$ cat config.mk
export PLATFORM = sky130hd
export DESIGN_NAME = swo_cordic
export DESIGN_NICKNAME = d
export VERILOG_FILES = /design/src/design/swo_pkg.sv /design/src/design/swo_cordic.sv
export SDC_FILE = /design/constraint.sdc
export NUM_CORES = 1
export LEC_CHECK = 0
export ABC_AREA = 0
export ABC_CLOCK_PERIOD_IN_PS = 20600
export BUFFER_PORTS_ARGS = -buffer_cell sky130_fd_sc_hd__buf_2
export CAP_MARGIN = 15
export CORE_UTILIZATION = 50
export DETAILED_ROUTE_END_ITERATION = 16
export PLACE_DENSITY = 0.67
export SLEW_MARGIN = 10
export SYNTH_ARGS = -nofsm -noshare
export SYNTH_HDL_FRONTEND = slang
export SYNTH_SLANG_ARGS = --single-unit
$ cat constraint.sdc
create_clock -name i_clk -period 20.6 [get_ports i_clk]
set_clock_uncertainty 0.1 [all_clocks]
set_input_delay 3.09 -clock i_clk [delete_from_list [all_inputs] [get_ports i_clk]]
set_output_delay 3.09 -clock i_clk [all_outputs]
set_load 0.02 [all_outputs]
$ cat src/design/swo_pkg.sv
`default_nettype none
package swo_pkg;

    localparam int WHEEL_COUNT_BITS_DEF = 10;
    localparam int STEER_COUNT_BITS_DEF = 16;

    // Shared multiply/divide unit: the second operand is always this wide.
    localparam int MD_B_W = 32;

    localparam int CORDIC_STEPS = 28;
    localparam int CORDIC_W     = 34;
    localparam int CORDIC_IDX_W = $clog2(CORDIC_STEPS);
    localparam logic signed [CORDIC_W-1:0] CORDIC_X0  = CORDIC_W'(652032874);
    localparam logic signed [CORDIC_W-1:0] CORDIC_ONE = CORDIC_W'(1073741824);

    // 2^32 / (2 pi) scaled so that phi lands in bits [77:46] of q * RAD_TO_BAM.
    localparam logic [31:0] RAD_TO_BAM = 32'd683565276;
    localparam int PHI_LSB = 46;
    localparam int Q30_SHIFT = 30;

    localparam int SAT_W = 64;

    localparam int CFG_IDX_W  = 3;
    localparam int CFG_DATA_W = 32;

    typedef enum logic [CFG_IDX_W-1:0] {
        CFG_STEER_ZERO   = 3'd0,
        CFG_STEER_SCALE  = 3'd1,
        CFG_WHEEL_SCALE  = 3'd2,
        CFG_WHEELBASE    = 3'd3,
        CFG_STRAIGHT_THR = 3'd4
    } t_cfg_idx;

    localparam logic [15:0] RST_STEER_ZERO   = 16'd1307;
    localparam logic [23:0] RST_STEER_SCALE  = 24'd145636;
    localparam logic [23:0] RST_WHEEL_SCALE  = 24'd194238;
    localparam logic [23:0] RST_WHEELBASE    = 24'd100925;
    localparam logic [27:0] RST_STRAIGHT_THR = 28'd683565;

    typedef enum logic [4:0] {
        S_IDLE,
        S_START,
        S_DIST,
        S_STEER,
        S_CLASS,
        S_CS1,
        S_M,
        S_Q,
        S_PHI,
        S_LC,
        S_R1Q,
        S_CS2,
        S_XM,
        S_YM,
        S_HROT,
        S_CH,
        S_RXA,
        S_RXB,
        S_RYA,
        S_RYB,
        S_UPD,
        S_FINISH
    } t_state;

    typedef struct packed {
        logic start;
        logic is_div;
    } t_md_req;

    function automatic logic [29:0] atan_bam(input logic [CORDIC_IDX_W-1:0] idx);
        logic [29:0] v;
        case (idx)
            5'd0:    v = 30'h20000000;
            5'd1:    v = 30'h12E4051E;
            5'd2:    v = 30'h09FB385B;
            5'd3:    v = 30'h051111D4;
            5'd4:    v = 30'h028B0D43;
            5'd5:    v = 30'h0145D7E1;
            5'd6:    v = 30'h00A2F61E;
            5'd7:    v = 30'h00517C55;
            5'd8:    v = 30'h0028BE53;
            5'd9:    v = 30'h00145F2F;
            5'd10:   v = 30'h000A2F98;
            5'd11:   v = 30'h000517CC;
            5'd12:   v = 30'h00028BE6;
            5'd13:   v = 30'h000145F3;
            5'd14:   v = 30'h0000A2FA;
            5'd15:   v = 30'h0000517D;
            5'd16:   v = 30'h000028BE;
            5'd17:   v = 30'h0000145F;
            5'd18:   v = 30'h00000A30;
            5'd19:   v = 30'h00000518;
            5'd20:   v = 30'h0000028C;
            5'd21:   v = 30'h00000146;
            5'd22:   v = 30'h000000A3;
            5'd23:   v = 30'h00000051;
            5'd24:   v = 30'h00000029;
            5'd25:   v = 30'h00000014;
            5'd26:   v = 30'h0000000A;
            5'd27:   v = 30'h00000005;
            default: v = 30'h0;
        endcase
        return v;
    endfunction

    function automatic logic signed [31:0] sat32(input logic signed [SAT_W-1:0] v);
        logic signed [SAT_W-1:0] hi;
        logic signed [SAT_W-1:0] lo;
        hi = SAT_W'(32'sh7FFF_FFFF);
        lo = SAT_W'(32'sh8000_0000);
        if (v > hi) begin
            return 32'sh7FFF_FFFF;
        end else if (v < lo) begin
            return 32'sh8000_0000;
        end
        return v[31:0];
    endfunction

endpackage
`default_nettype wire

$ cat src/design/swo_cordic.sv
`default_nettype none
module swo_cordic import swo_pkg::*; (
    input  wire logic               i_clk,
    input  wire logic               i_rst_n,
    input  wire logic               i_start,
    input  wire logic [31:0]        i_angle,
    output logic                    o_done,
    output logic signed [31:0]      o_cos,
    output logic signed [31:0]      o_sin
);

    logic                           r_busy;
    logic                           r_done;
    logic                           r_neg;
    logic [CORDIC_IDX_W-1:0]        r_i;
    logic signed [CORDIC_W-1:0]     r_x;
    logic signed [CORDIC_W-1:0]     r_y;
    logic signed [CORDIC_W-1:0]     r_z;
    logic signed [31:0]             r_cos;
    logic signed [31:0]             r_sin;

    logic                           fold;
    logic [31:0]                    a_fold;
    logic signed [CORDIC_W-1:0]     xs;
    logic signed [CORDIC_W-1:0]     ys;
    logic signed [CORDIC_W-1:0]     at;
    logic signed [CORDIC_W-1:0]     nx;
    logic signed [CORDIC_W-1:0]     ny;
    logic signed [CORDIC_W-1:0]     fx;
    logic signed [CORDIC_W-1:0]     fy;
    logic signed [CORDIC_W-1:0]     cx;
    logic signed [CORDIC_W-1:0]     cy;

    // Angles in the second and third quadrant are turned by a half turn first.
    assign fold   = (i_angle[31:30] == 2'b01) || (i_angle[31:30] == 2'b10);
    assign a_fold = fold ? (i_angle + 32'h8000_0000) : i_angle;

    always_comb begin
        xs = r_x >>> r_i;
        ys = r_y >>> r_i;
        at = signed'(CORDIC_W'(atan_bam(r_i)));
        if (!r_z[CORDIC_W-1]) begin
            nx = r_x - ys;
            ny = r_y + xs;
        end else begin
            nx = r_x + ys;
            ny = r_y - xs;
        end
        fx = r_neg ? -nx : nx;
        fy = r_neg ? -ny : ny;
        if (fx > CORDIC_ONE) begin
            cx = CORDIC_ONE;
        end else if (fx < -CORDIC_ONE) begin
            cx = -CORDIC_ONE;
        end else begin
            cx = fx;
        end
        if (fy > CORDIC_ONE) begin
            cy = CORDIC_ONE;
        end else if (fy < -CORDIC_ONE) begin
            cy = -CORDIC_ONE;
        end else begin
            cy = fy;
        end
    end

    always_ff @(posedge i_clk) begin
        if (!i_rst_n) begin
            r_busy <= 1'b0;
            r_done <= 1'b0;
            r_i    <= '0;
        end else begin
            r_done <= 1'b0;
            if (i_start && !r_busy) begin
                r_busy <= 1'b1;
                r_i    <= '0;
            end else if (r_busy) begin
                if (r_i == CORDIC_IDX_W'(CORDIC_STEPS - 1)) begin
                    r_busy <= 1'b0;
                    r_done <= 1'b1;
                end else begin
                    r_i <= r_i + 1'b1;
                end
            end
        end
    end

    always_ff @(posedge i_clk) begin
        if (i_start && !r_busy) begin
            r_neg <= fold;
            r_x   <= CORDIC_X0;
            r_y   <= '0;
            r_z   <= CORDIC_W'(signed'(a_fold));
        end else if (r_busy) begin
            r_x <= nx;
            r_y <= ny;
            r_z <= r_z[CORDIC_W-1] ? (r_z + at) : (r_z - at);
            if (r_i == CORDIC_IDX_W'(CORDIC_STEPS - 1)) begin
                r_cos <= cx[31:0];
                r_sin <= cy[31:0];
            end
        end
    end

    assign o_done = r_done;
    assign o_cos  = r_cos;
    assign o_sin  = r_sin;

endmodule
`default_nettype wire

==> results of run 1 <==
==> how the worst min path moves through the flow <==
stage	end	depth (start not counted)
after floorplan	r_y[0]	2
after global placement	r_y[0]	2
after detailed placement	r_y[0]	2
after CTS	r_x[0]	2
after global routing	r_x[0]	2
final	r_x[0]	2
==> routing by layer <==
layer	track usage (%)	vias up
li1	-	10300
met1	46.5	11000
met2	52.7	1205
met3	6.71	195
met4	12.3	0
met5	0	-
==> placed cells by master, fill, tap and decap left out, drive strengths merged, types with 101 or more instances in the layout <==
cell,instances
o21ai,155
a21oi,209
buf,136
nand2,304
dfxtp,105
ha,114
nor2,243
mux4,101
xor2,119
xnor2,115
==> cell families after synthesis <==
logic type / count (synthesis)
AOI/OAI and AO/OA: 827
adders and majority gates: 117
and+or+nand+nor: 927
DFF: 204
muxes: 184
xor gates and xnor gates: 234
buffers and inverters: 224
==> final cells by class <==
cell class | instances | area, sq um | area share (%)
Clock buffer | 32 | 693 | 2.85
Inverter | 59 | 221 | 0.910
Sequential cell | 204 | 5090 | 20.9
Timing Repair Buffer | 136 | 773 | 3.18
Multi-Input combinational cell | 2289 | 16700 | 68.8
Clock inverter | 13 | 70.1 | 0.288
Tap cell | 592 | 741 | 3.04
Antenna cell | 1 | 2.50 | 0.0103
==> registers in the layout, indices dropped and copies added, names as in the netlist <==
signal  flops
r_i         5
r_busy      1
at         30
r_x        34
o_cos      32
r_y        34
r_z        34
o_sin      32
r_neg       1
o_done      1
==> per-stage QoR <==
step	setup slack [ns]	cells	instance area, sq um	hold slack, ns
after floorplan	13.00	2717	22900	0.355
after global placement	10.96	3280	23600	0.403
after detailed placement	10.76	3280	23600	0.414
after CTS	10.68	3325	24300	0.422
after global routing	9.86	3326	24300	0.435
final	10.60	3326	24300	0.412
==> critical path: cells and delay by family (launching register included) <==
kind | cells | cell delay (ns)
simple gates | 10 | 3.48
mux | 1 | 0.71
flops | 1 | 0.91
compound gates | 11 | 2.39
fa+ha+maj | 2 | 0.62
buf+inv | 3 | 1.24
xor+xnor | 1 | 0.19
==> results by group, run 1 <==
Outcome
  • Outcome: complete, no violations

Global route
  • Overall global routing resource usage: around 34%
  • Largest net degree at the start of global routing: 74
  • Initial antenna violation count: 1
  • Global-route wire length before repair: 124 mm
  • Gr ovfl total: 0
  • Number of global-route vias before repair: 21100

Timing
  • Setup TNS Final: 0 ns
  • Hold Vio Cnt, Final: 0
  • Relative slew margins: between 20% and 30%
  • Max-slew violations: 0
  • Unrepaired setup endpoints after global routing: false
  • Part of the cycle the worst path needs: between 40 and 50%
  • Final min period: 10.0 ns
  • Worst Tran Pin Value: between 1 and 1.5 ns
  • Max frequency: 0.100 GHz
  • Setup Viol. Count Final: 0

CTS
  • Clk root buf: clkbuf_16
  • Clock slew at reported path FFs: ~0.060 ns
  • Clock buffer depth: 3
  • # H-tree levels: 1
  • Post-cts repair resize count: 0
  • Postcts setup bufs: 0
  • Total CTS buffers: 25
  • TritonCTS clock tree: yes
  • Clock sink total: between 200 and 250
  • Clock Latency Late Sink: 0.57 ns
  • Hold-fix buffers, CTS: 0

Setup path
  • Reg2reg setup slack: ~11 ns
  • WP data arrival: between 10 and 15 ns
  • CP startpoint kind: flop
  • CP Capture Point: o_cos[14]
  • Critical path capture point type: flop
  • WP data required: 20.79 ns
  • CP max-delay cell: dfxtp_4
  • R2R cell count: 28
  • Slowest stage delay, CP: around 0.91 ns
  • Highest net fanout along the worst path: between 50 and 60
  • Reg2reg end: o_cos[14]
  • Crit Path Class: reg2reg
  • Critical Path Source: r_i[0]
  • Critical R2R Launch: r_i[0]
  • Most frequent CP cell: o21ai_0

Min path
  • Hold WC Path Type: reg2reg
  • Worst Min Path Start: r_x[0]

Routing
  • Vias: approximately 23000
  • DR pass1 iterations: 9
  • Vias per inst: 6.81
  • WL/cell: 24.5 um
  • Met3 wire len: 7.93 mm
  • 1st-iter DRT viols: 2454
  • Antenna-violating nets left: 0
  • Uppermost layer routed: met4
  • WL met1: around 35 mm
  • Drt drc: 0
  • Final WL: 81.4 mm
  • Met2 WL post-DR: 35.5 mm

Synthesis
  • Seq/Total Area, Yosys: 22.2%
  • Cell variety after synth: approximately 110
  • Syn nets: 2869
  • Compound-Gate Fraction of Synth Area: about a quarter
  • Mapped Area: around 23000 sq um
  • Largest family of logic cells by synthesized area: compound AO/OA/AOI/OAI gates
  • Post-synth top area share: a little over an eighth
  • Adder-cell share of the synthesized area: between 6 and 7%
  • Yosys top cell by area: edfxtp_1
  • Synth cell count leaders: nand2_1, nor2_1, a21oi_1, o21ai_0, xor2_1
  • Cell count after synthesis: between 2000 and 3000
  • Ys Warns: 0
  • Multiplexer area fraction after synthesis: 13.8%
  • EDFF count, synth: between 90 and 100
  • FF+latch count, synth: about 200
  • Xor/xnor cell area share of the yosys netlist: 9.00%
  • Top-count cell post-synth: nand2_1
  • Synth Area per Inst: approximately 8.4 sq um
  • Ranking of synthesized cells by area: edfxtp_1, mux4_2, dfxtp_1, ha_1, nand2_1
  • Post-Synth Simple-Gate Area: approximately a fifth
  • Ys async rst share: 0%
  • Main flop type after synthesis: dfxtp_1

Die
  • # IOs: 100
  • Rows: 77
  • Die X: between 200 and 250 um
  • Die footprint: 46600 sq um
  • Die height: around 220 um
  • Core Footprint: between 40000 and 50000 sq um
  • Initial core utilization: 51.1%

Placed design
  • DP HPWL: 62.0 mm
  • GPL Wtd Cong: approximately 1.0
  • # port buffers: 99

Finish
  • P&R area growth vs syn: 6.45%
  • Fin nets: approximately 2900
  • Layout filler cell count: roughly 4200
  • Fin util: between 50% and 60%
  • Layout cells sized above 1: 13.1%

Flow run
  • Max-Cap Viols: 0
Power of run 1 is left out: the tool's default activity adds up to more than one toggle a clock period on the data nets, which glitch-free logic cannot reach.
==> inputs of run 2 (changes only) <==
- ABC_CLOCK_PERIOD_IN_PS: 20600 -> 9700
- clock period: 20.6 -> 9.7 ns (I/O delays scaled with it)
==> run 2 against run 1 <==
Effect of this change: sequential share of layout area is 0.28 points lower; via count is 0.13% lower; die area stayed put; utilization is 0.75 points higher; maximum frequency is 11% higher; hold slack worse by 0.0018 ns; setup slack worse by 9.9 ns.
==> results by group, run 2 (synthesized netlist as in run 1, its figures left out) <==
Timing
  • Hold Vio Cnt, Final: 0 (unchanged)
  • Final min period: 9.02 ns (was 10.0 ns)
  • Part of the cycle the worst path needs: 93.0% (was 48.5%)
  • Worst Hold Margin: 0.410 ns (was 0.412 ns)
  • Unrepaired setup endpoints after global routing: false (unchanged)
  • Worst Tran Pin Value: 1.01 ns (was 1.10 ns)
  • Setup TNS Final: 0 ns (unchanged)
  • Max-slew violations: 0 (unchanged)
  • Setup Viol. Count Final: 0 (unchanged)
  • Max frequency: 0.111 GHz (was 0.100 GHz)
  • Relative slew margins: 31.9% (was 26.3%)
  • Min setup slack post-route: 0.677 ns (was 10.60 ns)

CTS
  • Total CTS buffers: 26 (was 25)
  • TritonCTS clock tree: yes (unchanged)
  • Clock slew at reported path FFs: 0.07 ns (was 0.06 ns)
  • Clock sink total: 204 (unchanged)
  • Clock buffer depth: 3 (unchanged)
  • # H-tree levels: 1 (unchanged)
  • Clock Latency Late Sink: 0.59 ns (was 0.57 ns)
  • Clk root buf: clkbuf_16 (unchanged)

Min path
  • Hold WC Path Type: reg2reg (unchanged)
  • WHS Endpoint: r_x[0] (unchanged)
  • Hold path depth: 2 (unchanged)
  • Worst Min Path Start: r_x[0] (unchanged)

Die
  • Die X: 216 um (unchanged)
  • Core Footprint: 44700 sq um (unchanged)
  • Die height: 216 um (unchanged)
  • # IOs: 100 (unchanged)
  • Die footprint: 46600 sq um (unchanged)
  • Rows: 77 (unchanged)
  • Initial core utilization: 51.1% (unchanged)

Finish
  • Non-Filler Instances: 3350 (was 3326)
  • Ant. Diodes: 0 (was 1)
  • Layout filler cell count: 4151 (was 4246)
  • Commonest cells after routing, fill and taps aside: nand2_1, nor2_1, a21oi_1 (unchanged)
  • Regs by FF count: r_x: 34 flops, r_y: 34 flops, r_z: 34 flops (unchanged)
  • Register area: 5090 sq um (unchanged)
  • P&R area growth vs syn: 7.91% (was 6.45%)
  • Most common cell after layout, fill and taps aside: nand2_1 (unchanged)
  • Multi-input gate area: 16800 sq um (was 16700 sq um)
  • Layout cells sized above 1: 14.1% (was 13.1%)
  • Fin nets: 2890 (was 2867)

Routing
  • Final WL: 80.4 mm (was 81.4 mm)
  • 1st-iter DRT viols: 2374 (was 2454)
  • Antenna-violating nets left: 0 (unchanged)
  • Vias: 22600 (was 22700)
  • WL/cell: 24.0 um (was 24.5 um)
  • DR pass1 iterations: 6 (was 9)
  • Vias per inst: 6.76 (was 6.81)
  • Drt drc: 0 (unchanged)

Global route
  • Number of global-route vias before repair: 21000 (was 21100)
  • Initial antenna violation count: 1 (unchanged)
  • Overall global routing resource usage: 33.8% (was 33.9%)
  • Largest net degree at the start of global routing: 65 (was 74)
  • Global-route wire length before repair: 123 mm (was 124 mm)
  • Gr ovfl total: 0 (unchanged)

Setup path
  • Reg2reg end: o_cos[2] (was o_cos[14])
  • WP data required: 9.92 ns (was 20.79 ns)
  • Critical R2R Launch: r_i[0] (unchanged)
  • R2R cell count: 27 (was 28)
  • CP startpoint kind: flop (unchanged)
  • Highest net fanout along the worst path: 41 (was 58)
  • WP data arrival: 9.25 ns (was 10.18 ns)
  • Reg2reg setup slack: 0.68 ns (was 10.60 ns)
  • Crit Path Class: reg2reg (unchanged)
  • Critical path capture point type: flop (unchanged)

Flow run
  • Max-Cap Viols: 0 (unchanged)

Placed design
  • Placed cells: 3301 (was 3280)
  • DP HPWL: 61.6 mm (was 62.0 mm)
  • GPL Wtd Cong: 1.06 (was 1.02)
  • Dpl ws: 0.706 ns (was 10.76 ns)
  • # port buffers: 99 (unchanged)

Outcome
  • Outcome: complete, no violations (unchanged)
-- run 2: critical path, cell delays in order (launching register included) --
cell,delay [ns]
dfxtp_4,0.82
mux4_2,0.72
a32o_1,0.29
or3_1,0.39
inv_1,0.09
ha_1,0.17
and3_1,0.19
nor4bb_1,0.33
nor2b_1,0.21
nor2b_1,0.35
nor3b_1,0.57
nor2_1,0.10
xor2_1,0.19
ha_1,0.46
a21oi_1,0.14
o21ai_0,0.40
a21oi_1,0.11
o21ai_0,0.24
a221o_1,0.26
o21ai_0,0.20
or4_4,0.60
or4_4,0.59
o21a_1,0.21
o211a_1,0.24
o21ai_1,0.17
o21a_1,0.20
buf_4,0.34
nor2_1,0.09
-- run 2: final cells by class --
type | count | share of cell area (%)
clock inverters | 13 | 0.492
multi-input cells | 2289 | 67.9
clock buffers | 35 | 3.07
inverters | 59 | 0.898
flip-flops and latches | 204 | 20.6
well taps | 592 | 3.00
repair buffers | 158 | 4.01
-- run 2: metal layers --
layer	vias to the layer above	share of wire, %	GRT usage (%)
met4	0	4.4	13.9
met1	10900	41	45.7
met5	-	0	0
met2	1211	45	53.3
met3	212	9.4	5.72
li1	10400	-	-
-- run 2: worst max path at each step --
| stage | startpoint | endpoint | slack, ns | cells after the start |
|---|---|---|---|---|
| after floorplan | r_i[1] | o_cos[7] | 2.10 | 32 |
| after global placement | r_i[1] | o_sin[0] | 0.93 | 23 |
| after detailed placement | r_i[1] | o_sin[27] | 0.71 | 24 |
| after CTS | r_i[1] | o_sin[27] | 0.66 | 24 |
| after global routing | r_i[0] | o_cos[2] | 0.009 | 27 |
| final | r_i[0] | o_cos[2] | 0.68 | 27 |
-- run 2: per-stage QoR --
step	cell area (sq um)	utilization [%]
after CTS	24600	55.1
after floorplan	22900	-
after global routing	24700	55.2
final	24700	55.2
after global placement	23800	53.2
after detailed placement	23800	53.2
-- run 2: timing repair --
item                                    in CTS  in global routing
hold buffers                                 0                  0
resized for setup                            0                  2
buffers inserted                             0                  1
endpoints found under the hold margin        0                  0
endpoints found under the setup margin       0                 55
Power of run 2 is left out for the same reason.
