<file path="src/design/swo_pkg.sv">
`default_nettype none
package swo_pkg;

    localparam int WHEEL_COUNT_BITS_DEF = 10;
    localparam int STEER_COUNT_BITS_DEF = 16;

    // Shared multiply/divide unit: the second operand is always this wide.
    localparam int MD_B_W = 32;

    localparam int CORDIC_STEPS = 28;
    localparam int CORDIC_W     = 34;
    localparam int CORDIC_IDX_W = $clog2(CORDIC_STEPS);
    localparam logic signed [CORDIC_W-1:0] CORDIC_X0  = CORDIC_W'(652032874);
    localparam logic signed [CORDIC_W-1:0] CORDIC_ONE = CORDIC_W'(1073741824);

    // 2^32 / (2 pi) scaled so that phi lands in bits [77:46] of q * RAD_TO_BAM.
    localparam logic [31:0] RAD_TO_BAM = 32'd683565276;
    localparam int PHI_LSB = 46;
    localparam int Q30_SHIFT = 30;

    localparam int SAT_W = 64;

    localparam int CFG_IDX_W  = 3;
    localparam int CFG_DATA_W = 32;

    typedef enum logic [CFG_IDX_W-1:0] {
        CFG_STEER_ZERO   = 3'd0,
        CFG_STEER_SCALE  = 3'd1,
        CFG_WHEEL_SCALE  = 3'd2,
        CFG_WHEELBASE    = 3'd3,
        CFG_STRAIGHT_THR = 3'd4
    } t_cfg_idx;

    localparam logic [15:0] RST_STEER_ZERO   = 16'd1307;
    localparam logic [23:0] RST_STEER_SCALE  = 24'd145636;
    localparam logic [23:0] RST_WHEEL_SCALE  = 24'd194238;
    localparam logic [23:0] RST_WHEELBASE    = 24'd100925;
    localparam logic [27:0] RST_STRAIGHT_THR = 28'd683565;

    typedef enum logic [4:0] {
        S_IDLE,
        S_START,
        S_DIST,
        S_STEER,
        S_CLASS,
        S_CS1,
        S_M,
        S_Q,
        S_PHI,
        S_LC,
        S_R1Q,
        S_CS2,
        S_XM,
        S_YM,
        S_HROT,
        S_CH,
        S_RXA,
        S_RXB,
        S_RYA,
        S_RYB,
        S_UPD,
        S_FINISH
    } t_state;

    typedef struct packed {
        logic start;
        logic is_div;
    } t_md_req;

    function automatic logic [29:0] atan_bam(input logic [CORDIC_IDX_W-1:0] idx);
        logic [29:0] v;
        case (idx)
            5'd0:    v = 30'h20000000;
            5'd1:    v = 30'h12E4051E;
            5'd2:    v = 30'h09FB385B;
            5'd3:    v = 30'h051111D4;
            5'd4:    v = 30'h028B0D43;
            5'd5:    v = 30'h0145D7E1;
            5'd6:    v = 30'h00A2F61E;
            5'd7:    v = 30'h00517C55;
            5'd8:    v = 30'h0028BE53;
            5'd9:    v = 30'h00145F2F;
            5'd10:   v = 30'h000A2F98;
            5'd11:   v = 30'h000517CC;
            5'd12:   v = 30'h00028BE6;
            5'd13:   v = 30'h000145F3;
            5'd14:   v = 30'h0000A2FA;
            5'd15:   v = 30'h0000517D;
            5'd16:   v = 30'h000028BE;
            5'd17:   v = 30'h0000145F;
            5'd18:   v = 30'h00000A30;
            5'd19:   v = 30'h00000518;
            5'd20:   v = 30'h0000028C;
            5'd21:   v = 30'h00000146;
            5'd22:   v = 30'h000000A3;
            5'd23:   v = 30'h00000051;
            5'd24:   v = 30'h00000029;
            5'd25:   v = 30'h00000014;
            5'd26:   v = 30'h0000000A;
            5'd27:   v = 30'h00000005;
            default: v = 30'h0;
        endcase
        return v;
    endfunction

    function automatic logic signed [31:0] sat32(input logic signed [SAT_W-1:0] v);
        logic signed [SAT_W-1:0] hi;
        logic signed [SAT_W-1:0] lo;
        hi = SAT_W'(32'sh7FFF_FFFF);
        lo = SAT_W'(32'sh8000_0000);
        if (v > hi) begin
            return 32'sh7FFF_FFFF;
        end else if (v < lo) begin
            return 32'sh8000_0000;
        end
        return v[31:0];
    endfunction

endpackage
`default_nettype wire

</file>
<file path="src/design/swo_muldiv.sv">
`default_nettype none
module swo_muldiv import swo_pkg::*; #(
    parameter int A_W = 65
) (
    input  wire logic                  i_clk,
    input  wire logic                  i_rst_n,
    input  wire t_md_req               i_req,
    input  wire logic [A_W-1:0]        i_a,
    input  wire logic [MD_B_W-1:0]     i_b,
    output logic                       o_done,
    output logic [A_W+MD_B_W-1:0]      o_prod,
    output logic [A_W-1:0]             o_quot
);

    localparam int CNT_W = $clog2(A_W);

    logic               r_busy;
    logic               r_done;
    logic               r_div;
    logic [CNT_W-1:0]   r_cnt;
    logic [A_W-1:0]     r_a;
    logic [A_W-1:0]     r_hi;
    logic [MD_B_W-1:0]  r_lo;
    logic [MD_B_W-1:0]  r_b;
    logic [MD_B_W-1:0]  r_rem;
    logic [A_W-1:0]     r_q;

    logic [A_W:0]       sum;
    logic [MD_B_W:0]    sh;
    logic [MD_B_W+1:0]  sub;
    logic               ge;

    // One bit per cycle: shift-add for products, restoring steps for quotients.
    assign sum = {1'b0, r_hi} + (r_lo[0] ? {1'b0, r_a} : '0);
    assign sh  = {r_rem, r_q[A_W-1]};
    assign sub = {1'b0, sh} - {2'b00, r_b};
    assign ge  = !sub[MD_B_W+1];

    always_ff @(posedge i_clk) begin
        if (!i_rst_n) begin
            r_busy <= 1'b0;
            r_done <= 1'b0;
            r_div  <= 1'b0;
            r_cnt  <= '0;
        end else begin
            r_done <= 1'b0;
            if (i_req.start && !r_busy) begin
                r_busy <= 1'b1;
                r_div  <= i_req.is_div;
                r_cnt  <= i_req.is_div ? CNT_W'(A_W - 1) : CNT_W'(MD_B_W - 1);
            end else if (r_busy) begin
                if (r_cnt == '0) begin
                    r_busy <= 1'b0;
                    r_done <= 1'b1;
                end else begin
                    r_cnt <= r_cnt - 1'b1;
                end
            end
        end
    end

    always_ff @(posedge i_clk) begin
        if (i_req.start && !r_busy) begin
            r_a   <= i_a;
            r_hi  <= '0;
            r_lo  <= i_b;
            r_b   <= i_b;
            r_q   <= i_a;
            r_rem <= '0;
        end else if (r_busy) begin
            if (r_div) begin
                r_rem <= ge ? sub[MD_B_W-1:0] : sh[MD_B_W-1:0];
                r_q   <= {r_q[A_W-2:0], ge};
            end else begin
                r_hi <= sum[A_W:1];
                r_lo <= {sum[0], r_lo[MD_B_W-1:1]};
            end
        end
    end

    assign o_done = r_done;
    assign o_prod = {r_hi, r_lo};
    assign o_quot = r_q;

endmodule
`default_nettype wire

</file>
<file path="config.mk">
export PLATFORM = sky130hd
export DESIGN_NAME = swo_muldiv
export DESIGN_NICKNAME = d
export VERILOG_FILES = /design/src/design/swo_pkg.sv /design/src/design/swo_muldiv.sv
export SDC_FILE = /design/constraint.sdc
export NUM_CORES = 1
export LEC_CHECK = 0
export ABC_AREA = 1
export BUFFER_PORTS_ARGS = -buffer_cell sky130_fd_sc_hd__buf_2
export CAP_MARGIN = 20
export CORE_UTILIZATION = 38
export DETAILED_ROUTE_END_ITERATION = 8
export SLEW_MARGIN = 20
export SYNTH_ARGS = -nofsm -noshare
export SYNTH_HDL_FRONTEND = slang
export SYNTH_SLANG_ARGS = --single-unit
export TNS_END_PERCENT = 100
</file>
<file path="constraint.sdc">
create_clock -name i_clk -period 14.3 [get_ports i_clk]
set_clock_uncertainty 0.1 [all_clocks]
set_input_delay 2.86 -clock i_clk [delete_from_list [all_inputs] [get_ports i_clk]]
set_output_delay 2.86 -clock i_clk [all_outputs]
set_load 0.005 [all_outputs]
</file>
==> flow_summary.toml, run 1 <==
[floorplan]
die_area_sq_mm = 0.0537
dieHeight_um = 232
io_pins = 264
die_w_um = 232
initial_core_util_pct = 38.8
coreArea_sq_mm = 0.0517
row_count = 83

[timing]
tns_ns = 0
fin_crit_sh_pct = 32.9
fmax_mhz = 213
final_hold_viol_count = 0
min_period_ns = 4.70
rsz0062_at_grt = "no"
setup-violations-final = 0
slew_violations = 0
max_slew_margin_pct = 33.2
fin_hold_ws_ns = 0.368
worstMarginPinSlew_ns = 1.00

[placed_design]
io_buffers = 263
hpwl_um = 48700
place.gp.congestion = 0.980
dpl-instance-area_sq_mm = 0.0220

[grt]
overflow = 0
grtUsageMet2_pct = 36.7
gr-usage-met3_pct = 3.58
antenna_found_initial = 4
grt_use_met1_pct = 31.5
grt_max_degree = 101
grt_busiest_layer = "met2"
grt_use_total_pct = 23.2
grt_pass1_wl_um = 95800
grt_pass1_vias = 17300

[setup_path]
cp-start-kind = "input port"
cp_max_fo = 100
crit_path_end_kind = "flop"
critPathLaunch = "i_req[1]"
slowest_stage = "buf_4"
reg2reg_depth = 18
slowest_delay_ns = 0.75
path_buf_inv = 4
crit_required_ns = 14.37
setup.worst_path.end = "o_quot[11]$_DFFE_PP_"
cp.depth = 6
critical-path-top-delay-family = "buffers and inverters"
r2r-start = "r_lo[0]$_DFFE_PP_"
cp.arrival_ns = 4.77
setup.worst_path.class = "input port to flop"
rrSetupSlack_ns = 10.79
path_cells = "buf_2, nand2_4, inv_8, nor2_2, clkinv_2, buf_4"
worst_r2r_endpoint = "r_hi[61]$_SDFFE_PP0P_"

[power]
power.total_mw = 2.88
irDropWorstVdd_uv = 75.1
power_leakage_nw = 12.9
power_density_mw_per_mm2 = 124

[layout]
final_common_cell = "nand2_1"
final_cell_mix = "1256 x nand2_1, 575 x inv_1, 263 x buf_2"
drive_gt1_share_pct = 10.8
nets = 3480
area_delta_synth_final_pct = 16.0
final_area_sq_mm = 0.0233

[clock_tree]
hold_buffers = 0
cts.sinks = 301
cts_root_buf = "clkbuf_16"
cts_max_path_buffers = 3
clkTransAtPathRegs_ns = 0.06
cts_tree = "built"
cts_resized = 0
postCtsSetupBuffers = 0
cts-buffers-inserted = 37
clk_latency_ns = 0.57
htreeDepth = 2

[synthesis]
muxShareOfSynthArea_pct = 0
synth_cells = 3029
yosys.cell_types.count = 41
synth_top_area_share_pct = 29.1
synth-adder-area-share_pct = 6.38
synth-simple-area-share_pct = 34.7
ys_seq_area_share_pct = 39.8
syn-cell-area_sq_mm = 0.0200
avgSynthCellArea_sq_um = 6.62
yosys_warnings = 0
synth_compound_area_share_pct = 5.13
synth_nets = 3231
synth_top_family_by_area = "simple AND/OR/NAND/NOR gates"
ys_ff_latch = 301
synthXorXnorAreaFrac_pct = 1.70
synth_top_cells_by_area = "edfxtp_1 29%, nand2_1 24%, inv_1 11%"
yosysTopAreaCell = "edfxtp_1"

[detailed_routing]
ant_nets = 0
vias = 18800
post_drt_wl_per_cell_um = 15.7
routed_via_density = 4.70
route.detailed.drc = 0
drtPass1Iterations = 6
drtIter0Drc = 1287
routed_wirelength_um = 62700

[run_status]
outcome = "finished, final reports clean"

[min_path]
hp-class = "flop to flop"

[flow_run]
drv_cap = 0
==> flip-flops by register name, indices dropped and copies added, names as in the netlist <==
signal  cells
r_a        65
r_rem      32
r_hi       65
r_div       1
r_b        32
r_busy      1
o_done      1
o_quot     65
r_cnt       7
r_lo       32
==> tightest hold or removal path, cell delays in order (launching register included) <==
cell     delay (ns)
dfxtp_1        0.31
nand2_1        0.06
a21oi_1        0.05
==> report_power, final <==
group / leakage, nW / internal [mW] / switching (mW)
Sequential: 2.76 / 1.06 / 0.0869
Combinational: 9.59 / 0.277 / 0.525
Clock: 0.589 / 0.538 / 0.394
Total: 12.9 / 1.87 / 1.01
==> per-stage QoR <==
| stage | worst slack, ns | util, % | std cells |
|---|---|---|---|
| final | 9.60 | 45.0 | 3988 |
| after global routing | 9.40 | 45.0 | 3988 |
| after CTS | 9.57 | 45.0 | 3987 |
| after detailed placement | 8.99 | 42.6 | 3919 |
| after global placement | 9.01 | 42.6 | 3919 |
| after floorplan | 7.54 | - | 3029 |
==> layout make-up <==
| cell class | instances | area (sq um) |
|---|---|---|
| diodes | 1 | 2.50 |
| clock buffers | 48 | 1040 |
| clock inverters | 20 | 176 |
| fillers | 5525 | 28500 |
| inverters | 584 | 2200 |
| multi-input cells | 2081 | 9620 |
| flip-flops and latches | 301 | 7970 |
| well taps | 680 | 851 |
| repair buffers | 273 | 1390 |
==> cell usage after synthesis <==
master       n
nor2_4       1
or2_2        2
a21oi_1     99
a211oi_1     1
a21oi_2      2
nand2_2      4
inv_2        6
o21ai_2      1
nand2_1   1258
o211a_1      1
nor2_1     252
o21ai_1     18
clkbuf_1    43
nand3_2      1
o21ai_0     62
buf_6        3
edfxtp_1   194
nor2_2       4
and2_0       1
fa_1         2
clkinv_1     2
inv_1      576
xor2_1      16
nand3b_1    18
nand2_4      1
and2_1       4
buf_2       12
nor3_2       2
nand3_1    156
o21bai_1     4
a221oi_1     1
nand4_1     14
nor4_1       4
ha_1        99
dfxtp_1    107
o211ai_1     4
buf_1        5
xnor2_1     23
a31oi_1      2
o21a_1       1
nor3_1      23
==> worst min path at each step <==
stage / endpoint / slack (ns) / cells after the start / startpoint
after floorplan: r_cnt[5]$_SDFFE_PN0P_ / 0.34 / 1 / r_cnt[5]$_SDFFE_PN0P_
after global placement: r_cnt[1]$_SDFFE_PN0P_ / 0.35 / 2 / r_cnt[1]$_SDFFE_PN0P_
after detailed placement: r_cnt[5]$_SDFFE_PN0P_ / 0.36 / 1 / r_cnt[5]$_SDFFE_PN0P_
after CTS: r_cnt[5]$_SDFFE_PN0P_ / 0.37 / 1 / r_cnt[5]$_SDFFE_PN0P_
after global routing: r_cnt[1]$_SDFFE_PN0P_ / 0.39 / 2 / r_cnt[1]$_SDFFE_PN0P_
final: r_cnt[1]$_SDFFE_PN0P_ / 0.37 / 2 / r_cnt[1]$_SDFFE_PN0P_
==> metal layers <==
layer | vias to the layer above | wire, um
li1 | 9779 | -
met5 | - | 30
met1 | 8352 | 29200
met4 | 4 | 2370
met3 | 109 | 3580
met2 | 512 | 27500
==> cell families (layout without fill, tap and decap cells) <==
| family | after synthesis | after routing |
|---|---|---|
| and+or+nand+nor | 1745 | 1745 |
| buffers and inverters | 647 | 925 |
| DFF | 301 | 301 |
| AOI/OAI and AO/OA | 196 | 196 |
| adders and majority gates | 101 | 101 |
| xor gates and xnor gates | 39 | 39 |
| other | 0 | 1 |
No activity file was read; power rests on OpenSTA's default activity.
==> inputs of run 2 (changes only) <==
- clock period: 14.3 -> 4.7 ns (I/O delays scaled with it)
==> run 2 against run 1 <==
Total power rose to 3.1 times the previous value. Final area rose by 0.11%. Worst setup slack got worse by 7.9 ns. Worst hold slack improved by 0.0013 ns. Clock-buffer cell count rose by 6. Die area did not move. Sequential power rose to 3.1 times the previous value. Combinational power rose to 3.1 times the previous value. Via count rose by 0.53%. Sequential share of layout area barely moved. Cell count barely moved. Clock power rose to 3.1 times the previous value. Critical path type is now flop to flop. Largest power group unchanged.
==> flow_summary.toml, run 2 (synthesized netlist as in run 1, its figures left out) <==
[floorplan]
row_count = 83
io_pins = 264
initial_core_util_pct = 38.8
die_area_sq_mm = 0.0537
coreArea_sq_mm = 0.0517
die_w_um = 232
dieHeight_um = 232

[grt]
grt_pass1_vias = 17500
grt_pass1_wl_um = 97500
grt_max_degree = 152
overflow = 0
grt_use_total_pct = 23.6
antenna_found_initial = 6

[layout]
seq_area_sq_mm = 0.00797
final_cell_mix = "1256 x nand2_1, 575 x inv_1, 263 x buf_2"
fillers = 5508
multi_input_area_sq_mm = 0.00962
final_core_util_pct = 45.0
final_common_cell = "nand2_1"
nets = 3479
area_delta_synth_final_pct = 16.2
final_area_sq_mm = 0.0233
drive_gt1_share_pct = 10.6

[placed_design]
io_buffers = 263
post-place-ws_ns = 1.68
dpl-instance-area_sq_mm = 0.0221
place.gp.congestion = 0.997
hpwl_um = 49800

[detailed_routing]
post_drt_wl_per_cell_um = 16.0
routed_via_density = 4.73
route.detailed.drc = 0
drtIter0Drc = 1253
drtPass1Iterations = 6
routed_wirelength_um = 63900
vias = 18900
ant_nets = 0

[setup_path]
critical-path-top-delay-family = "simple AND/OR/NAND/NOR gates"
cp.arrival_ns = 3.39
slowest_stage = "fa_1"
setup.worst_path.class = "flop to flop"
path_cells = "buf_12, nand2_1, inv_1, ha_1, inv_1, fa_1, nor2_1, nand2_1, nand3_1, nand2_1, nand2_1, nand2_1, nand2_1, nand2_1, nand3_1, nand3_1, nand2_1, inv_1"
crit_top_cell = "nand2_1"
reg2reg_depth = 18
cp_max_fo = 66
crit_path_end_kind = "flop"
rrSetupSlack_ns = 1.66
worst_r2r_endpoint = "r_hi[41]$_SDFFE_PP0P_"
path_buf_inv = 4
cp-start-kind = "flop"
slowest_delay_ns = 0.41
r2r-start = "r_lo[0]$_DFFE_PP_"
crit_required_ns = 5.06

[power]
irDropWorstVdd_uv = 256
power_density_mw_per_mm2 = 380
power.internal_mw = 5.78
power_leakage_nw = 12.9
switching_share_pct = 34.7
combPwrFrac_pct = 28.0
p_clk_share_pct = 32.4
power_switching_mw = 3.07
pwr-share-seq_pct = 39.7

[clock_tree]
cts_resized = 0
clkTransAtPathRegs_ns = 0.06
hold_buffers = 0
cts_root_buf = "clkbuf_16"
postCtsSetupBuffers = 0
cts_max_path_buffers = 3
cts.sinks = 301
cts-buffers-inserted = 36
clk_latency_ns = 0.56
cts_tree = "built"
htreeDepth = 2

[timing]
fin_ws_ns = 1.66
fin_crit_sh_pct = 64.6
worstMarginPinSlew_ns = 1.05
setup-violations-final = 0
slew_violations = 0
fmax_mhz = 329
max_slew_margin_pct = 30.2
final_hold_viol_count = 0
rsz0062_at_grt = "no"
min_period_ns = 3.04
tns_ns = 0

[run_status]
outcome = "finished, final reports clean"

[min_path]
hold_depth = 2
hp-class = "flop to flop"
min_to = "r_rem[10]$_SDFFE_PP0P_"
min_from = "r_rem[10]$_SDFFE_PP0P_"

[flow_run]
drv_cap = 0
==> run 2: worst max path at each step <==
stage / from / depth (start not counted) / endpoint
2_1_floorplan: i_req[1] / 4 / r_a[0]$_DFFE_PP_
3_3_place_gp: r_lo[0]$_DFFE_PP_ / 18 / r_hi[41]$_SDFFE_PP0P_
3_5_place_dp: r_lo[0]$_DFFE_PP_ / 18 / r_hi[41]$_SDFFE_PP0P_
4_1_cts: r_lo[0]$_DFFE_PP_ / 18 / r_hi[41]$_SDFFE_PP0P_
5_1_grt: r_lo[0]$_DFFE_PP_ / 18 / r_hi[41]$_SDFFE_PP0P_
6_report: r_lo[0]$_DFFE_PP_ / 18 / r_hi[41]$_SDFFE_PP0P_
==> run 2: through the flow <==
step / power, mW / hold slack (ns) / instances
global route: 9.38 / 0.387 / 3984
detailed placement: 6.05 / 0.361 / 3919
finish: 8.85 / 0.369 / 3986
floorplan: 5.04 / 0.337 / 3029
global placement: 6.04 / 0.357 / 3919
CTS: 8.95 / 0.371 / 3983
==> run 2: layout make-up <==
type                            count  share of cell area (%)
Antenna cell                        3                  0.0323
Multi-Input combinational cell   2081                    41.3
Inverter                          584                    9.45
Sequential cell                   301                    34.2
Timing Repair Buffer              273                    6.14
Clock buffer                       54                    4.65
Tap cell                          680                    3.66
Clock inverter                     10                   0.489
==> run 2: tightest hold or removal path, delay by kind of cell, from the launching register on <==
family          cells  cell delay (ns)
flops               1             0.32
simple gates        1             0.06
compound gates      1             0.05
==> run 2: power by group through the flow <==
stage                     combinational, mW  sequential, mW  clock [mW]
after CTS                              2.49            3.52        2.94
final                                  2.47            3.51        2.86
after detailed placement               2.48            3.57           0
after global routing                   2.80            3.55        3.04
after floorplan                        1.56            3.47           0
after global placement                 2.47            3.57           0
==> run 2: layer usage <==
metal / part of all wire [%] / global-route usage [%] / vias up / routed length, um
met5: 0.053 / 0 / - / 34
met4: 3.9 / 9.38 / 6 / 2470
met3: 6.9 / 4.61 / 112 / 4390
met2: 44 / 37.2 / 521 / 28000
met1: 45 / 31.6 / 8439 / 29000
li1: - / - / 9777 / -
==> inputs of run 3 (changes only) <==
- clock period: 4.7 -> 3.15 ns (I/O delays scaled with it)
==> run 3 against run 2 <==
Total power up 50%. Worst setup slack worse by 1.4 ns. Critical endpoint is now r_hi[48]$_SDFFE_PP0P_. Utilization grew 0.36 points. Final area increased by 0.81%. Routed wire length rose by 1.8%.
==> flow_summary.toml, run 3 (synthesized netlist as in run 1, its figures left out) <==
[floorplan]
initial_core_util_pct = 38.8
dieHeight_um = 232
coreArea_sq_mm = 0.0517
die_w_um = 232
die_area_sq_mm = 0.0537
row_count = 83
io_pins = 264

[setup_path]
setup.worst_path.class = "flop to flop"
cp.arrival_ns = 3.27
cp_max_fo = 23
crit_path_end_kind = "flop"
critPathLaunch = "r_lo[0]$_DFFE_PP_"
r2r-start = "r_lo[0]$_DFFE_PP_"
crit_required_ns = 3.51
cp-start-kind = "flop"

[detailed_routing]
route.detailed.drc = 0
drtIter0Drc = 1421
routed_wirelength_um = 65000
vias = 19000
ant_nets = 0
drtPass1Iterations = 5
routed_via_density = 4.74
post_drt_wl_per_cell_um = 16.2

[power]
irDropWorstVdd_uv = 369
power.total_mw = 13.2
power_leakage_nw = 13.1
power_density_mw_per_mm2 = 564

[timing]
worstMarginPinSlew_ns = 0.838
setup-violations-final = 0
tns_ns = 0
max_slew_margin_pct = 44.2
slew_violations = 0
rsz0062_at_grt = "no"
final_hold_viol_count = 0
fin_crit_sh_pct = 92.4
fin_hold_ws_ns = 0.162
fmax_mhz = 344
min_period_ns = 2.91

[placed_design]
hpwl_um = 51400
place.gp.congestion = 1.00
dp.cells = 3937
io_buffers = 263
dpl-instance-area_sq_mm = 0.0222

[clock_tree]
cts.sinks = 301
clk_latency_ns = 0.56
cts_tree = "built"
htreeDepth = 2
cts-buffers-inserted = 37
clkTransAtPathRegs_ns = 0.06
hold_buffers = 0
cts_max_path_buffers = 3
cts_root_buf = "clkbuf_16"

[grt]
grt_max_degree = 90
grtUsageMet2_pct = 37.9
gr-usage-met3_pct = 3.91
overflow = 0
grt_pass1_vias = 17900
grt_use_met1_pct = 32.9
grt_use_total_pct = 24.2
grt_pass1_wl_um = 100000
antenna_found_initial = 3
grt_busiest_layer = "met2"

[flow_run]
drv_cap = 0

[layout]
area_delta_synth_final_pct = 17.1
nets = 3498
drive_gt1_share_pct = 11.5
final_area_sq_mm = 0.0235
final_common_cell = "nand2_1"
final_cell_mix = "1254 x nand2_1, 575 x inv_1, 263 x buf_2"
fin_cells = 4005

[min_path]
hp-class = "input port to flop"
min_from = "i_b[31]"

[run_status]
outcome = "finished, final reports clean"
-- run 3: changes by cell type in the layout (fill, tap and decap cells not counted), moves of 2 or more --
| cell | before | now |
|---|---|---|
| buf_4 | 7 | 22 |
| clkbuf_8 | 3 | 9 |
| buf_12 | 3 | 6 |
| clkbuf_1 | 11 | 8 |
| clkbuf_16 | 40 | 37 |
| inv_6 | 0 | 3 |
| nor2_1 | 251 | 248 |
| nor2_2 | 4 | 7 |
| clkinv_2 | 3 | 5 |
| diode_2 | 3 | 1 |
| nand2_1 | 1256 | 1254 |
| nand2_2 | 5 | 7 |
-- run 3: critical path: stages (launching register included) --
cell      delay [ns]
edfxtp_1        0.49
buf_12          0.21
nand2_1         0.06
inv_1           0.04
ha_1            0.33
nand2_1         0.15
inv_1           0.05
nand2_1         0.06
nand3_1         0.23
nand2_1         0.13
nand2_1         0.14
nand2_1         0.10
nand2_1         0.18
nand2_1         0.16
nand2_1         0.12
nand2_1         0.08
nand3_1         0.07
nand2_1         0.08
inv_1           0.03
-- run 3: final timing paths --
| check | to | slack, ns | depth (start not counted) |
|---|---|---|---|
| max | r_hi[48]$_SDFFE_PP0P_ | 0.24 | 18 |
| min | r_b[31]$_DFFE_PP_ | 0.16 | 1 |
| max reg2reg | r_hi[48]$_SDFFE_PP0P_ | 0.24 | 18 |
| min reg2reg | r_rem[25]$_SDFFE_PP0P_ | 0.37 | 2 |
-- run 3: layout make-up --
| cell class | instances | area (sq um) |
|---|---|---|
| fillers | 5512 | 28300 |
| multi-input cells | 2081 | 9650 |
| flip-flops and latches | 301 | 7970 |
| inverters | 584 | 2200 |
| repair buffers | 291 | 1600 |
| clock buffers | 54 | 1080 |
| well taps | 680 | 851 |
| clock inverters | 13 | 115 |
| diodes | 1 | 2.50 |
-- run 3: metal layers --
metal	share of wire [%]	wire, um
met4	4.5	2950
met3	6.4	4160
met2	44	28300
met1	45	29600
met5	0.048	31
-- run 3: stage by stage --
step	util [%]	setup slack [ns]
4_1_cts	45.3	0.215
3_3_place_gp	43.0	0.197
3_5_place_dp	43.0	0.232
6_report	45.4	0.241
5_1_grt	45.4	0.00946
2_1_floorplan	-	0.155
-- run 3: power by group --
group          switching (mW)  total [mW]  internal (mW)  leakage, nW
Combinational            2.45        3.76           1.31         9.71
Sequential              0.446        5.25           4.80         2.76
Clock                    1.75        4.23           2.48        0.588
Total                    4.65        13.2           8.59         13.1
-- run 3: timing repair --
item / CTS / global route
gates resized for setup: 0 / 7
endpoints found under the setup margin: 0 / 7
hold endpoints to repair: 0 / 0
setup buffers: 0 / 0
